## src/rtl/core/gvn_pkg.sv

```systemverilog
// shared types, constants and helpers for the grid vertex normal core
package gvn_pkg;

  // grid and storage sizing
  localparam int MAX_GRID_SIDE = 64;
  localparam int STORE_DEPTH   = (MAX_GRID_SIDE + 1) * (MAX_GRID_SIDE + 1);
  localparam int ADDR_W        = $clog2(STORE_DEPTH);
  localparam int SIZE_W        = 7;

  // arithmetic widths
  localparam int COORD_W   = 32;
  localparam int EDGE_W    = COORD_W + 1;
  localparam int PROD_W    = 2 * EDGE_W;
  localparam int SUM_W     = 70;
  localparam int NORM_BITS = 30;
  localparam int WIDE_SH   = 8;
  localparam int LEN2_W    = 2 * NORM_BITS + 2;
  localparam int ROOT_W    = LEN2_W / 2;
  localparam int NRM_W     = 16;
  localparam int FRAC_BITS = 14;
  localparam int NUM_W     = NORM_BITS + FRAC_BITS + 1;
  localparam int QUO_W     = 16;
  localparam int CNT_W     = 6;

  localparam logic [QUO_W-1:0] UNIT_Q14 = QUO_W'(16384);

  // configuration register indexes
  localparam logic CFG_GRID_WIDTH  = 1'b0;
  localparam logic CFG_GRID_HEIGHT = 1'b1;

  // datapath commands
  typedef enum logic [3:0] {
    CMD_NOP,
    CMD_LOAD,
    CMD_WRITE,
    CMD_READ,
    CMD_MUL,
    CMD_NORM_INIT,
    CMD_NORM_STEP,
    CMD_SQR,
    CMD_SQRT_INIT,
    CMD_SQRT_STEP,
    CMD_DIV_INIT,
    CMD_DIV_STEP,
    CMD_DIV_STORE,
    CMD_OUT_LOAD
  } gvn_cmd_e;

  typedef struct packed {
    gvn_cmd_e         op;
    logic [CNT_W-1:0] cnt;
    logic [1:0]       comp;
    logic             degen;
  } gvn_cmd_t;

  typedef struct packed {
    logic is_query;
    logic in_grid;
    logic norm_zero;
    logic norm_busy;
    logic len_zero;
  } gvn_stat_t;

  // input and result beats
  typedef struct packed {
    logic                      operation;
    logic [SIZE_W-1:0]         row;
    logic [SIZE_W-1:0]         column;
    logic signed [COORD_W-1:0] pos_x;
    logic signed [COORD_W-1:0] pos_y;
    logic signed [COORD_W-1:0] pos_z;
  } gvn_in_t;

  typedef struct packed {
    logic signed [NRM_W-1:0] normal_x;
    logic signed [NRM_W-1:0] normal_y;
    logic signed [NRM_W-1:0] normal_z;
    logic                    degenerate;
  } gvn_out_t;

  // odd sizes round up to even, then clamp to the supported range
  function automatic logic [SIZE_W-1:0] eff_size(input logic [SIZE_W-1:0] v);
    logic [SIZE_W:0] t;
    t = {1'b0, v} + {{SIZE_W{1'b0}}, v[0]};
    if (t < (SIZE_W+1)'(2)) begin
      t = (SIZE_W+1)'(2);
    end
    if (t > (SIZE_W+1)'(MAX_GRID_SIDE)) begin
      t = (SIZE_W+1)'(MAX_GRID_SIDE);
    end
    return t[SIZE_W-1:0];
  endfunction

endpackage

```

## src/rtl/core/gvn_ctrl.sv

```systemverilog
// sequencing state machine for writes and normal queries
module gvn_ctrl (
  input  logic              clk_i,
  input  logic              rst_ni,
  input  logic              in_valid_i,
  output logic              in_stall_o,
  output logic              out_valid_o,
  input  logic              out_stall_i,
  input  gvn_pkg::gvn_stat_t stat_i,
  output gvn_pkg::gvn_cmd_t  cmd_o
);

  localparam logic [3:0] S_IDLE   = 4'd0;
  localparam logic [3:0] S_DECODE = 4'd1;
  localparam logic [3:0] S_READ   = 4'd2;
  localparam logic [3:0] S_MUL    = 4'd3;
  localparam logic [3:0] S_NORMI  = 4'd4;
  localparam logic [3:0] S_NORM   = 4'd5;
  localparam logic [3:0] S_SQR    = 4'd6;
  localparam logic [3:0] S_SQRTI  = 4'd7;
  localparam logic [3:0] S_SQRT   = 4'd8;
  localparam logic [3:0] S_LENCHK = 4'd9;
  localparam logic [3:0] S_DIVI   = 4'd10;
  localparam logic [3:0] S_DIV    = 4'd11;
  localparam logic [3:0] S_DSTORE = 4'd12;
  localparam logic [3:0] S_DONE   = 4'd13;

  // step counts of the multi-cycle phases
  localparam logic [gvn_pkg::CNT_W-1:0] READ_LAST = gvn_pkg::CNT_W'(5);
  localparam logic [gvn_pkg::CNT_W-1:0] MUL_LAST  = gvn_pkg::CNT_W'(32);
  localparam logic [gvn_pkg::CNT_W-1:0] SQR_LAST  = gvn_pkg::CNT_W'(3);
  localparam logic [gvn_pkg::CNT_W-1:0] SQRT_LAST = gvn_pkg::CNT_W'(gvn_pkg::ROOT_W - 1);
  localparam logic [gvn_pkg::CNT_W-1:0] DIV_LAST  = gvn_pkg::CNT_W'(gvn_pkg::QUO_W - 1);
  localparam logic [1:0]                COMP_LAST = 2'd2;

  logic [3:0]                state_q, state_d;
  logic [gvn_pkg::CNT_W-1:0] cnt_q, cnt_d;
  logic [1:0]                comp_q, comp_d;
  logic                      degen_q, degen_d;
  logic                      out_valid_q, out_valid_d;
  logic                      out_free;

  assign out_free    = !out_valid_q || !out_stall_i;
  assign in_stall_o  = (state_q != S_IDLE);
  assign out_valid_o = out_valid_q;

  // next state and command decode
  always_comb begin
    state_d     = state_q;
    cnt_d       = cnt_q;
    comp_d      = comp_q;
    degen_d     = degen_q;
    out_valid_d = out_valid_q && out_stall_i;
    cmd_o.op    = gvn_pkg::CMD_NOP;
    cmd_o.cnt   = cnt_q;
    cmd_o.comp  = comp_q;
    cmd_o.degen = degen_q;
    unique case (state_q)
      S_IDLE: begin
        if (in_valid_i) begin
          cmd_o.op = gvn_pkg::CMD_LOAD;
          state_d  = S_DECODE;
        end
      end
      S_DECODE: begin
        cnt_d = '0;
        if (!stat_i.is_query) begin
          cmd_o.op = gvn_pkg::CMD_WRITE;
          state_d  = S_IDLE;
        end else if (!stat_i.in_grid) begin
          degen_d = 1'b1;
          state_d = S_DONE;
        end else begin
          state_d = S_READ;
        end
      end
      S_READ: begin
        cmd_o.op = gvn_pkg::CMD_READ;
        if (cnt_q == READ_LAST) begin
          cnt_d   = '0;
          state_d = S_MUL;
        end else begin
          cnt_d = cnt_q + 1'b1;
        end
      end
      S_MUL: begin
        cmd_o.op = gvn_pkg::CMD_MUL;
        if (cnt_q == MUL_LAST) begin
          cnt_d   = '0;
          state_d = S_NORMI;
        end else begin
          cnt_d = cnt_q + 1'b1;
        end
      end
      S_NORMI: begin
        cmd_o.op = gvn_pkg::CMD_NORM_INIT;
        state_d  = S_NORM;
      end
      S_NORM: begin
        if (stat_i.norm_zero) begin
          degen_d = 1'b1;
          state_d = S_DONE;
        end else if (!stat_i.norm_busy) begin
          cnt_d   = '0;
          state_d = S_SQR;
        end else begin
          cmd_o.op = gvn_pkg::CMD_NORM_STEP;
        end
      end
      S_SQR: begin
        cmd_o.op = gvn_pkg::CMD_SQR;
        if (cnt_q == SQR_LAST) begin
          cnt_d   = '0;
          state_d = S_SQRTI;
        end else begin
          cnt_d = cnt_q + 1'b1;
        end
      end
      S_SQRTI: begin
        cmd_o.op = gvn_pkg::CMD_SQRT_INIT;
        cnt_d    = '0;
        state_d  = S_SQRT;
      end
      S_SQRT: begin
        cmd_o.op = gvn_pkg::CMD_SQRT_STEP;
        if (cnt_q == SQRT_LAST) begin
          cnt_d   = '0;
          state_d = S_LENCHK;
        end else begin
          cnt_d = cnt_q + 1'b1;
        end
      end
      S_LENCHK: begin
        comp_d = '0;
        if (stat_i.len_zero) begin
          degen_d = 1'b1;
          state_d = S_DONE;
        end else begin
          state_d = S_DIVI;
        end
      end
      S_DIVI: begin
        cmd_o.op = gvn_pkg::CMD_DIV_INIT;
        cnt_d    = '0;
        state_d  = S_DIV;
      end
      S_DIV: begin
        cmd_o.op = gvn_pkg::CMD_DIV_STEP;
        if (cnt_q == DIV_LAST) begin
          state_d = S_DSTORE;
        end else begin
          cnt_d = cnt_q + 1'b1;
        end
      end
      S_DSTORE: begin
        cmd_o.op = gvn_pkg::CMD_DIV_STORE;
        if (comp_q == COMP_LAST) begin
          degen_d = 1'b0;
          state_d = S_DONE;
        end else begin
          comp_d  = comp_q + 1'b1;
          state_d = S_DIVI;
        end
      end
      S_DONE: begin
        if (out_free) begin
          cmd_o.op    = gvn_pkg::CMD_OUT_LOAD;
          out_valid_d = 1'b1;
          degen_d     = 1'b0;
          state_d     = S_IDLE;
        end
      end
      default: begin
        state_d = S_IDLE;
      end
    endcase
  end

  // control registers
  always_ff @(posedge clk_i or negedge rst_ni) begin
    if (!rst_ni) begin
      state_q     <= S_IDLE;
      cnt_q       <= '0;
      comp_q      <= '0;
      degen_q     <= 1'b0;
      out_valid_q <= 1'b0;
    end else begin
      state_q     <= state_d;
      cnt_q       <= cnt_d;
      comp_q      <= comp_d;
      degen_q     <= degen_d;
      out_valid_q <= out_valid_d;
    end
  end

endmodule

```

## config.mk

```make
export PLATFORM = sky130hd
export DESIGN_NAME = gvn_ctrl
export DESIGN_NICKNAME = d
export VERILOG_FILES = /design/src/rtl/core/gvn_pkg.sv /design/src/rtl/core/gvn_ctrl.sv
export SDC_FILE = /design/constraint.sdc
export NUM_CORES = 1
export LEC_CHECK = 0
export ABC_AREA = 0
export BUFFER_PORTS_ARGS = -buffer_cell sky130_fd_sc_hd__buf_2
export CAP_MARGIN = 0
export CORE_MARGIN = 3
export CORE_UTILIZATION = 50
export DETAILED_ROUTE_END_ITERATION = 16
export PLACE_DENSITY = 0.71
export REMOVE_ABC_BUFFERS = 1
export SYNTH_ARGS = -nofsm -noshare
export SYNTH_HDL_FRONTEND = slang
export SYNTH_SLANG_ARGS = --single-unit
```

## constraint.sdc

```tcl
create_clock -name clk_i -period 2.6 [get_ports clk_i]
set_clock_uncertainty 0.2 [all_clocks]
set_input_delay 0.26 -clock clk_i [delete_from_list [all_inputs] [get_ports clk_i]]
set_output_delay 0.26 -clock clk_i [all_outputs]
set_load 0.02 [all_outputs]
```

# Word-level counts from Yosys, hierarchy flattened

Cells that the tools add are included.

Reduce and logical (&&, ||, !) cells: 14
Equality and inequality tests: 36
Multiplexer cells: 39
$add $sub $neg: 2

Operators by type and width:

| cell                  | number |
|---|---|
| $pmux W4 S14          | 1 |
| $pmux W4 S13          | 1 |
| $mux W4               | 12 |
| $mux W6               | 7 |
| $pmux W6 S7           | 1 |
| $ne A2 B2 Y1 const B  | 16 |
| $eq A4 B4 Y1 const B  | 6 |
| $eq A4 B3 Y1 const B  | 4 |
| $mux W3               | 4 |
| $mux W1               | 9 |
| $eq A4 B2 Y1 const B  | 2 |
| $reduce_and A8 Y1     | 1 |
| $reduce_and A7 Y1     | 1 |
| $reduce_bool A7 Y1    | 1 |
| $add A6 B1 Y6 const B | 1 |
| $eq A6 B2 Y1 const B  | 1 |
| $eq A6 B3 Y1 const B  | 1 |
| $eq A6 B4 Y1 const B  | 1 |
| $eq A6 B5 Y1 const B  | 1 |
| $eq A6 B6 Y1 const B  | 1 |
| $pmux W1 S5           | 1 |
| $reduce_bool A5 Y1    | 1 |
| $eq A4 B1 Y1 const B  | 1 |
| $logic_not A4 Y1      | 1 |
| other kinds (13)      | 15 |

Bits in registers: 14
Output and inout port bits: 15
Input bits: 9

# Depth between registers and ports, before layout

Gate-level depths: netlist of run 1.

Word-level depth: 4
Depth in mapped cells: 7
Gate-level depth less buffers: 7

# Worst setup path after synthesis of run 1

Ideal clock, no wire load.

Path type: flip-flop to flip-flop
Start point: reg cnt_q[1] (netlist name)
End point: reg state_q[3]
Stages on the path, launching flop included: 8
Required time: 2275 ps
Path slack: 358 ps
Arrival: 1918 ps
Period minus slack after synthesis: 2242 ps
Cell sequence: dfrtp_1 > inv_1 > ha_1 > nor4b_2 > a2111oi_1 > nor4_2 > nand3_2 > mux2_2

Longest elaborated chain between the ends: 3
Elaborated cells between the ends (all ways): 11
Those cells by class: 10 x eq/ne; 1 x reduce/logical

Ends and longest elaborated chain:

| element                              | line            | RTL |
|---|---|---|
| start: declaration                   | gvn_ctrl.sv:37  | `logic [gvn_pkg::CNT_W-1:0] cnt_q, cnt_d;` |
| start signal: assignment             | gvn_ctrl.sv:189 | `cnt_q <= cnt_d;` |
| $eq A6 B4 Y1 (tied with other cells) | gvn_ctrl.sv:149 | `if (cnt_q == DIV_LAST) begin` |
| $ne A2 B2 Y1 (no line)               | n/a             |  |
| $reduce_and A8 Y1 (no line) *        | n/a             |  |
| end signal: assignment               | gvn_ctrl.sv:188 | `state_q <= state_d;` |
| end: declaration                     | gvn_ctrl.sv:36  | `logic [3:0] state_q, state_d;` |

Every way passes the cells marked *; elsewhere a longest branch is shown, timed or not.
A chain may end at the register's enable or synchronous reset.

# Final worst setup path of run 1

Start point: reg state_q[0]
End point: reg state_q[1]

Longest elaborated chain between the ends: 3
Elaborated cells between the ends (all ways): 24
Those cells by class: 21 x eq/ne; 1 x mux; 2 x reduce/logical

Ends and longest elaborated chain:

| element                                                       | line           | RTL |
|---|---|---|
| $eq A4 B3 Y1 (tied with other cells)                          | gvn_ctrl.sv:58 | `unique case (state_q)` |
| $ne A3 B3 Y1 (no line) / $ne A2 B2 Y1 (equally long branches) | n/a            |  |
| $reduce_and A8 Y1 (no line)                                   | n/a            |  |

Parallel ways exist; a longest one is shown, timed or not.

==> metrics.cfg, run 1 <==
[global_routing]
grt_pass1_vias=1256
grt_max_degree=24
antenna_found_initial=0
grt_overflow_total=0
track_usage_pct=21.5
grt_first_pass_wirelength_microns=5730

[placed_design]
dp_hpwl_microns=2550
gp_congestion=0.806
placedCellCount=218
io_buffers=23

[setup_path]
r2r_slack_ns=0.16
r2r_cells=5
worstPathArrival_ns=2.40
r2r-end=state_q[1]$_DFFE_PN0P_
crit_fanout=23
cp_data_required_time_ns=2.56
r2r-start=state_q[0]$_DFFE_PN0P_
crit_start=state_q[0]$_DFFE_PN0P_
path_class=reg -> reg
critPathLaunchType=flip-flop
end_kind=flip-flop

[die]
core-area_sq_um=2540
rows=18
die_w_microns=58.2
start_util_pct=53.5
io_pins=24
die-area_sq_um=3390
fp.dieH_microns=58.2

[yosys]
ys_types=50
avgSynthCellArea_sq_um=7.97
yosysWarnings=0
syn_area_sq_um=1360
ys_ff_latch=14
ys_async_sr_fraction_pct=100
ys_seq_area_share_pct=25.7
ys.flop_type=dfrtp_1
synthesis.instances=171
synth_edf_count=0

[drt]
num_vias=1395
totalWireLength_microns=3410
wl_per_cell_microns=15.4
dr.pass1.iters=4
antenna_left=0
drt_iter0_drc=64
drc=0
vias_per_cell=6.28

[pwr]
p_leak_nw=0.696
power.total_mw=2.09
pwr_density_cell_nw_per_um2=1350
ir_drop_uv=824

[timing]
min_period_over_period_pct=94.0
fmax_mhz=409
slew_viol_final=0
whs_ns=0.0652
worstMarginPinSlew_ns=0.640
tns_ns=0
period_needed_ns=2.44
finalHoldViolations=0
slew_headroom_pct=57.3
finalSetupViolCount=0
rsz0062_at_grt=no

[clock_tree]
cts_tree=yes
numCtsBuffers=3
clockBufferDepth=2
cts-root-buf=clkbuf_4
clk_pin_slew_ns=0.09
insertion_delay_ns=0.28
htreeDepth=1
cts.sinks=14

[hold_path]
hold_depth=3
min_from=out_stall_i
holdPathEnd=out_valid_o$_DFF_PN0_
min_path_type=in -> reg

[cells_and_area]
finalNetCount=208
fin_util_pct=60.9
layout_commonest_cell=buf_2
diodes=0
syn_to_final_growth_pct=13.8
stdcell_count=222
layout-drive-gt1-share_pct=23.4
mostFrequentLayoutCells=buf_2, nor2_1, a21oi_1

[run]
maxCapViolations=0

[run_status]
status=completed

[layout make-up]
class                           count  area, sq um
Multi-Input combinational cell    138          937
Tap cell                           30         37.5
Fill cell                         231          995
Timing Repair Buffer               31          178
Clock buffer                        3         22.5
Sequential cell                    14          353
Inverter                            6         22.5
[timing repair]
action,CTS,global route
endpoints found under the setup margin,0,2
endpoints found under the hold margin,14,0
buffers inserted,0,0
hold buffers,1,0
resized for setup,0,3
[stage by stage]
stage	setup WS, ns	instance area (sq um)
final	0.156	1550
after global routing	0.0527	1550
after CTS	0.128	1540
after detailed placement	0.145	1510
after global placement	0.271	1510
after floorplan	0.300	1300
[layer usage]
layer | global-route usage (%) | wire (microns) | vias up
met5 | 0 | 0 | -
met4 | 6.62 | 49 | 0
met3 | 2.67 | 168 | 4
met2 | 34.5 | 1650 | 42
met1 | 30.1 | 1540 | 657
li1 | - | - | 692
[power breakdown]
| part | internal [mW] | switching, mW |
|---|---|---|
| Combinational | 0.643 | 0.777 |
| Sequential | 0.304 | 0.239 |
| Clock | 0.0537 | 0.0715 |
| Total | 1.00 | 1.09 |
[Yosys cell counts, types with 4 or more instances]
| cell | number | area, sq um |
|---|---|---|
| dfrtp_1 | 14 | 350 |
| buf_2 | 7 | 35.0 |
| ha_1 | 5 | 62.6 |
| nor3_1 | 6 | 30.0 |
| a31oi_1 | 4 | 25.0 |
| nor2_1 | 14 | 52.6 |
| a21oi_1 | 13 | 65.1 |
| nor3b_1 | 4 | 30.0 |
| and3_1 | 4 | 25.0 |
| inv_1 | 6 | 22.5 |
| nor4_1 | 4 | 25.0 |
| nand2_1 | 10 | 37.5 |
| nand3b_1 | 4 | 30.0 |
| nand2b_1 | 8 | 50.1 |
| o21ai_0 | 12 | 60.1 |
| nor2b_1 | 4 | 25.0 |
[state kept, by name, summed over array words and instances, names as in the netlist]
register,flops
cnt_q,6
comp_q,2
degen_q,1
out_valid_o,1
state_q,4
[worst max path at each step]
stage          slack [ns]                     end
6_report             0.16  state_q[1]$_DFFE_PN0P_
2_1_floorplan        0.30  state_q[3]$_DFFE_PN0P_
5_1_grt              0.05  state_q[1]$_DFFE_PN0P_
4_1_cts              0.13  state_q[1]$_DFFE_PN0P_
3_3_place_gp         0.27  state_q[3]$_DFFE_PN0P_
3_5_place_dp         0.15  state_q[1]$_DFFE_PN0P_
[cells by family after synthesis]
kind of cell    after synthesis  synth area share (%)
compound gates               57                  29.2
fa+ha+maj                     5                  4.59
buf+inv                      19                  6.15
flops                        14                  25.7
mux                           3                  2.48
simple gates                 73                  31.9
[critical path, stage by stage (launching register included)]
cell       delay, ns
dfrtp_1         0.62
nand2b_1        0.29
a2111oi_1       0.60
nor4_2          0.13
nand3_2         0.14
mux2_1          0.34
Note: power is estimated with default switching activity, not from simulation.
==> inputs of run 2 (changes only) <==
--- a/config.mk
+++ b/config.mk
@@ -8,10 +8,11 @@
 export ABC_AREA = 0
 export BUFFER_PORTS_ARGS = -buffer_cell sky130_fd_sc_hd__buf_2
 export CAP_MARGIN = 0
+export CORE_ASPECT_RATIO = 0.6
 export CORE_MARGIN = 3
-export CORE_UTILIZATION = 50
+export CORE_UTILIZATION = 60
 export DETAILED_ROUTE_END_ITERATION = 16
-export PLACE_DENSITY = 0.71
+export PLACE_DENSITY = 0.83
 export REMOVE_ABC_BUFFERS = 1
 export SYNTH_ARGS = -nofsm -noshare
 export SYNTH_HDL_FRONTEND = slang
==> constraint.sdc (replaced) <==
create_clock -name clk_i -period 3.1 [get_ports clk_i]
set_clock_uncertainty 0.2 [all_clocks]
set_input_delay 0.31 -clock clk_i [delete_from_list [all_inputs] [get_ports clk_i]]
set_output_delay 0.31 -clock clk_i [all_outputs]
set_load 0.02 [all_outputs]
==> run 2 against run 1 <==
Sequential power down 16%. Setup slack better by 0.23 ns. Via count rose by 6.1%. Combinational power shrank 16%. First-iteration DRC count rose to 3.8 times the previous value. Maximum frequency down 10%. Clock power increased by 47%. Register-to-register slack gained 0.23 ns. Power shrank 12%. Die area shrank 14%. Sequential cell count stayed put. Highest routed layer unchanged.
==> metrics.cfg, run 2 (synthesis results as in run 1) <==
[run_status]
status=completed

[cells_and_area]
fin_util_pct=76.7  ; +16 points
mostFrequentLayoutCells=buf_2, nor2_1, dfrtp_1
fin_area_sq_um=1530  ; -1.2%
final-seq-area_sq_um=350  ; -0.71%
stdcell_count=216  ; -2.7%
syn_to_final_growth_pct=12.4
layout_commonest_cell=buf_2
top_register=cnt_q
reg_top3=cnt_q x6, state_q x4, comp_q x2
multi_input_area_sq_um=928  ; -0.93%
largest_reg_flops=6  ; unchanged
diodes=0  ; unchanged
finalNetCount=203  ; -2.4%
layout-drive-gt1-share_pct=20.7  ; -2.7 points
fill_cells=149  ; -35%

[placed_design]
gp_congestion=0.959  ; +19%
dpl_cell_area_sq_um=1470  ; -2.7%
placedCellCount=211  ; -3.2%
pre_cts_ws_ns=0.564  ; +0.419 ns
dp_hpwl_microns=2920  ; +15%
io_buffers=23  ; unchanged

[setup_path]
cp_data_required_time_ns=3.03  ; +0.47 ns
worstSetupEndpoint=state_q[1]$_DFFE_PN0P_
end_kind=flip-flop
crit_fanout=5  ; -78%
r2r_slack_ns=0.38  ; +0.23 ns
r2r-end=state_q[1]$_DFFE_PN0P_
r2r_cells=7  ; +2
crit_start=cnt_q[1]$_DFFE_PN0P_
worstPathArrival_ns=2.65  ; +0.25 ns
critPathLaunchType=flip-flop
r2r-start=cnt_q[1]$_DFFE_PN0P_
path_class=reg -> reg

[drt]
num_vias=1480  ; +6.1%
drc=0  ; unchanged
m1WireLength_microns=1770  ; +15%
dr.pass1.iters=5  ; +1
drt_iter0_drc=241  ; +280%
met3_length_microns=613  ; +260%
vias_per_cell=6.85  ; +9.0%
totalWireLength_microns=4050  ; +19%
antenna_left=0  ; unchanged
wl_met2_microns=1570  ; -4.9%
wl_per_cell_microns=18.7  ; +22%
highest-signal-layer=met4

[timing]
slew_viol_final=0  ; unchanged
fmax_mhz=368  ; -10%
whs_ns=0.245  ; +0.179 ns
worstMarginPinSlew_ns=0.852  ; +0.212 ns
min_period_over_period_pct=87.6  ; -6.4 points
finalHoldViolations=0  ; unchanged
rsz0062_at_grt=no
finalSetupViolCount=0  ; unchanged
finalWorstSetupSlack_ns=0.384  ; +0.228 ns
period_needed_ns=2.72  ; +0.272 ns
slew_headroom_pct=43.2  ; -14 points
tns_ns=0  ; unchanged

[clock_tree]
cts_resized=0  ; unchanged
clockBufferDepth=2  ; unchanged
insertion_delay_ns=0.25  ; -0.03 ns
cts.sinks=14  ; unchanged
clk_pin_slew_ns=0.07  ; -0.02 ns
htreeDepth=1  ; unchanged
numCtsBuffers=3  ; unchanged
cts_setup_buffers=0  ; unchanged
cts_tree=yes
cts-root-buf=clkbuf_8

[global_routing]
grt_overflow_total=0  ; unchanged
grt_pass1_vias=1336  ; +6.4%
track_usage_pct=30.8  ; +9.3 points
grt_first_pass_wirelength_microns=6640  ; +16%
grt_max_degree=33  ; +38%
antenna_found_initial=0  ; unchanged

[die]
die-area_sq_um=2900  ; -14%
fp.dieH_microns=42.9  ; -26%
start_util_pct=68.2  ; +15 points
rows=12  ; -6
die_w_microns=67.5  ; +16%
core-area_sq_um=2000  ; -22%
io_pins=24  ; unchanged

[pwr]
ir_drop_uv=698  ; -15%
power.total_mw=1.83  ; -12%
pwr_density_cell_nw_per_um2=1190  ; -11%
p_leak_nw=0.685  ; -1.5%

[hold_path]
min_path_type=in -> reg

[run]
maxCapViolations=0  ; unchanged

[run 2: cell count changes in the layout (fill, tap and decap cells not counted)]
cell and change:
dfrtp_2 -2, dfrtp_1 +2, clkbuf_4 -3, clkbuf_8 +4, buf_4 -5, nor4b_4 -1, nor4b_2 +1
[run 2: worst min path at each step]
stage                      startpoint                      to  slack [ns]  depth (start not counted)
after CTS                 out_stall_i   out_valid_o$_DFF_PN0_        0.22                          3
final                     out_stall_i   out_valid_o$_DFF_PN0_        0.24                          3
after global routing      out_stall_i   out_valid_o$_DFF_PN0_        0.27                          3
after global placement         rst_ni  state_q[0]$_DFFE_PN0P_        0.03                          1
after floorplan                rst_ni    cnt_q[0]$_DFFE_PN0P_       -0.19                          0
after detailed placement       rst_ni  state_q[1]$_DFFE_PN0P_        0.03                          1
[run 2: report_power, final]
group / total (mW) / switching (mW) / internal (mW)
Clock: 0.184 / 0.0714 / 0.113
Sequential: 0.456 / 0.204 / 0.252
Combinational: 1.19 / 0.701 / 0.487
[run 2: layer usage]
metal / up-vias / GRT usage [%]
met4: 0 / 10.9
met1: 669 / 46.0
met3: 12 / 11.4
met5: - / 0
met2: 114 / 39.1
li1: 685 / -
[run 2: layout make-up]
cell class / instances / share of cell area [%]
Clock buffer: 4 / 3.59
Timing Repair Buffer: 26 / 9.15
Tap cell: 28 / 2.29
Multi-Input combinational cell: 138 / 60.6
Inverter: 6 / 1.47
Sequential cell: 14 / 22.9
[run 2: worst max-delay path, stage by stage (launching register included)]
cell and delay (ns):
dfrtp_1 0.43, inv_1 0.14, ha_1 0.15, nor4b_2 0.47, a2111oi_1 0.20, nor4_2 0.46
nand3_2 0.20, mux2_1 0.34
[run 2: repair_timing]
action | 4_1_cts | 5_1_grt
hold buffers | 1 | 0
setup endpoints to repair | 0 | 0
endpoints found under the hold margin | 14 | 0
==> inputs of run 3 (changes only) <==
==> constraint.sdc (replaced) <==
create_clock -name clk_i -period 3.1 [get_ports clk_i]
set_clock_uncertainty 0.2 [all_clocks]
set_input_delay 0.93 -clock clk_i [delete_from_list [all_inputs] [get_ports clk_i]]
set_output_delay 0.93 -clock clk_i [all_outputs]
set_load 0.02 [all_outputs]
==> run 3 against run 2 <==
Sequential share of layout area decreased by 0.62 points. Largest cell class unchanged. Critical path depth fell by 2. Sequential cell count unchanged.
==> metrics.cfg, run 3 (synthesis results as in run 1) <==
[cells_and_area]
top_register=cnt_q
diodes=0  ; unchanged
mostFrequentLayoutCells=buf_2, nor2_1, dfrtp_1
layout_commonest_cell=buf_2
layout-drive-gt1-share_pct=23.7  ; +3.0 points
reg_top3=cnt_q x6, state_q x4, comp_q x2
syn_to_final_growth_pct=15.5
finalNetCount=209  ; +3.0%
fin_util_pct=78.8  ; +2.1 points
fin_area_sq_um=1570  ; +2.8%
largest_reg_flops=6  ; unchanged

[drt]
wl_met2_microns=1540  ; -2.0%
num_vias=1494  ; +0.95%
vias_per_cell=6.73  ; -1.8%
drc=0  ; unchanged
highest-signal-layer=met4
dr.pass1.iters=5  ; unchanged
drt_iter0_drc=222  ; -7.9%
totalWireLength_microns=3910  ; -3.4%
m1WireLength_microns=1800  ; +1.7%
met3_length_microns=544  ; -11%
antenna_left=0  ; unchanged
wl_per_cell_microns=17.6  ; -6.0%

[clock_tree]
cts-root-buf=clkbuf_8
clockBufferDepth=2  ; unchanged
cts.sinks=14  ; unchanged
cts_tree=yes
insertion_delay_ns=0.25  ; about the same
cts_setup_buffers=0  ; unchanged
htreeDepth=1  ; unchanged
numCtsBuffers=3  ; unchanged
cts_hold_buf=0  ; -1
cts_resized=0  ; unchanged
clk_pin_slew_ns=0.06  ; about the same

[setup_path]
worstPathArrival_ns=1.90  ; -0.75 ns
crit_fanout=20  ; +15
critPathLaunchType=flip-flop
end_kind=output port
path_class=reg -> out
cp_data_required_time_ns=1.97  ; -1.06 ns

[global_routing]
grt_first_pass_wirelength_microns=6090  ; -8.3%
grt_overflow_total=0  ; unchanged
grt_pass1_vias=1206  ; -9.7%
grt_max_degree=21  ; -36%
antenna_found_initial=0  ; unchanged
track_usage_pct=27.7  ; -3.0 points

[placed_design]
gp_congestion=0.967  ; +0.86%
dp_hpwl_microns=3000  ; +2.6%
dpl_cell_area_sq_um=1520  ; +3.6%
io_buffers=23  ; unchanged

[die]
die-area_sq_um=2900  ; unchanged
start_util_pct=68.2  ; unchanged
fp.dieH_microns=42.9  ; unchanged
core-area_sq_um=2000  ; unchanged
io_pins=24  ; unchanged
die_w_microns=67.5  ; unchanged
rows=12  ; unchanged

[timing]
min_period_over_period_pct=97.7  ; +10 points
finalHoldViolations=0  ; unchanged
period_needed_ns=3.03  ; +0.312 ns
slew_viol_final=0  ; unchanged
slew_headroom_pct=59.6  ; +16 points
worstMarginPinSlew_ns=0.601  ; -0.251 ns
rsz0062_at_grt=no
finalSetupViolCount=0  ; unchanged
whs_ns=0.366  ; +0.121 ns
tns_ns=0  ; unchanged
fmax_mhz=330  ; -10%

[run]
maxCapViolations=0  ; unchanged

[hold_path]
min_path_type=in -> async

[pwr]
power_frac_seq_pct=20.9  ; -4.0 points
pwr_density_cell_nw_per_um2=1220  ; +1.8%
clockPowerShare_pct=9.4  ; -0.7 points
switching_share_pct=52.1  ; -1.3 points
ir_drop_uv=850  ; +22%
p_switching_mw=0.996  ; +2.1%
combPwrFrac_pct=69.7  ; +4.7 points
intPower_mw=0.917  ; +7.5%
p_leak_nw=0.715  ; +4.3%

[run_status]
status=completed

-- run 3: changes by cell type in the layout (fill, tap and decap cells not counted) --
cell,change
dlygate4sd3_1,-1
buf_4,+7
-- run 3: worst paths after layout --
kind | start | end | slack, ns | cells past startpoint
max | state_q[1]$_DFFE_PN0P_ | cmd_o[11] | 0.07 | 5
min | rst_ni | state_q[2]$_DFFE_PN0P_ | 0.37 | 1
max reg2reg | state_q[1]$_DFFE_PN0P_ | cnt_q[1]$_DFFE_PN0P_ | 0.64 | 5
min reg2reg | comp_q[1]$_DFFE_PN0P_ | comp_q[1]$_DFFE_PN0P_ | 0.37 | 1
max in group asynchronous | rst_ni | cnt_q[3]$_DFFE_PN0P_ | 2.08 | 1
min in group clk_i | comp_q[1]$_DFFE_PN0P_ | comp_q[1]$_DFFE_PN0P_ | 0.37 | 1
-- run 3: area by class of cell --
class                           instances  area, sq um
Multi-Input combinational cell        138          928
Fill cell                             147          423
Sequential cell                        14          350
Timing Repair Buffer                   32          183
Clock buffer                            4         55.1
Tap cell                               28         35.0
Inverter                                6         22.5
-- run 3: power groups by stage --
stage | logic (mW) | registers [mW] | clock network [mW]
floorplan | 0.775 | 0.478 | 0
global placement | 1.25 | 0.389 | 0
detailed placement | 1.29 | 0.394 | 0
CTS | 1.31 | 0.391 | 0.183
global route | 1.44 | 0.412 | 0.190
finish | 1.33 | 0.400 | 0.179
-- run 3: routing by layer --
layer	vias to the layer above	global-route usage [%]
met5	-	0
met4	0	6.05
met3	8	10.1
met2	112	33.1
met1	673	45.0
li1	701	-
-- run 3: metrics by stage --
step	worst slack (ns)	total power, mW	cells
2_1_floorplan	0.234	1.25	158
3_3_place_gp	0.181	1.64	218
3_5_place_dp	0.123	1.69	218
4_1_cts	0.114	1.88	222
5_1_grt	0.00525	2.04	222
6_report	0.0717	1.91	222
-- run 3: worst max-delay path: stages (launching register included) --
cell and delay (ns):
dfrtp_1 0.59, nand2b_1 0.33, a21oi_1 0.29, o21ai_0 0.11
o311ai_0 0.09, buf_2 0.23
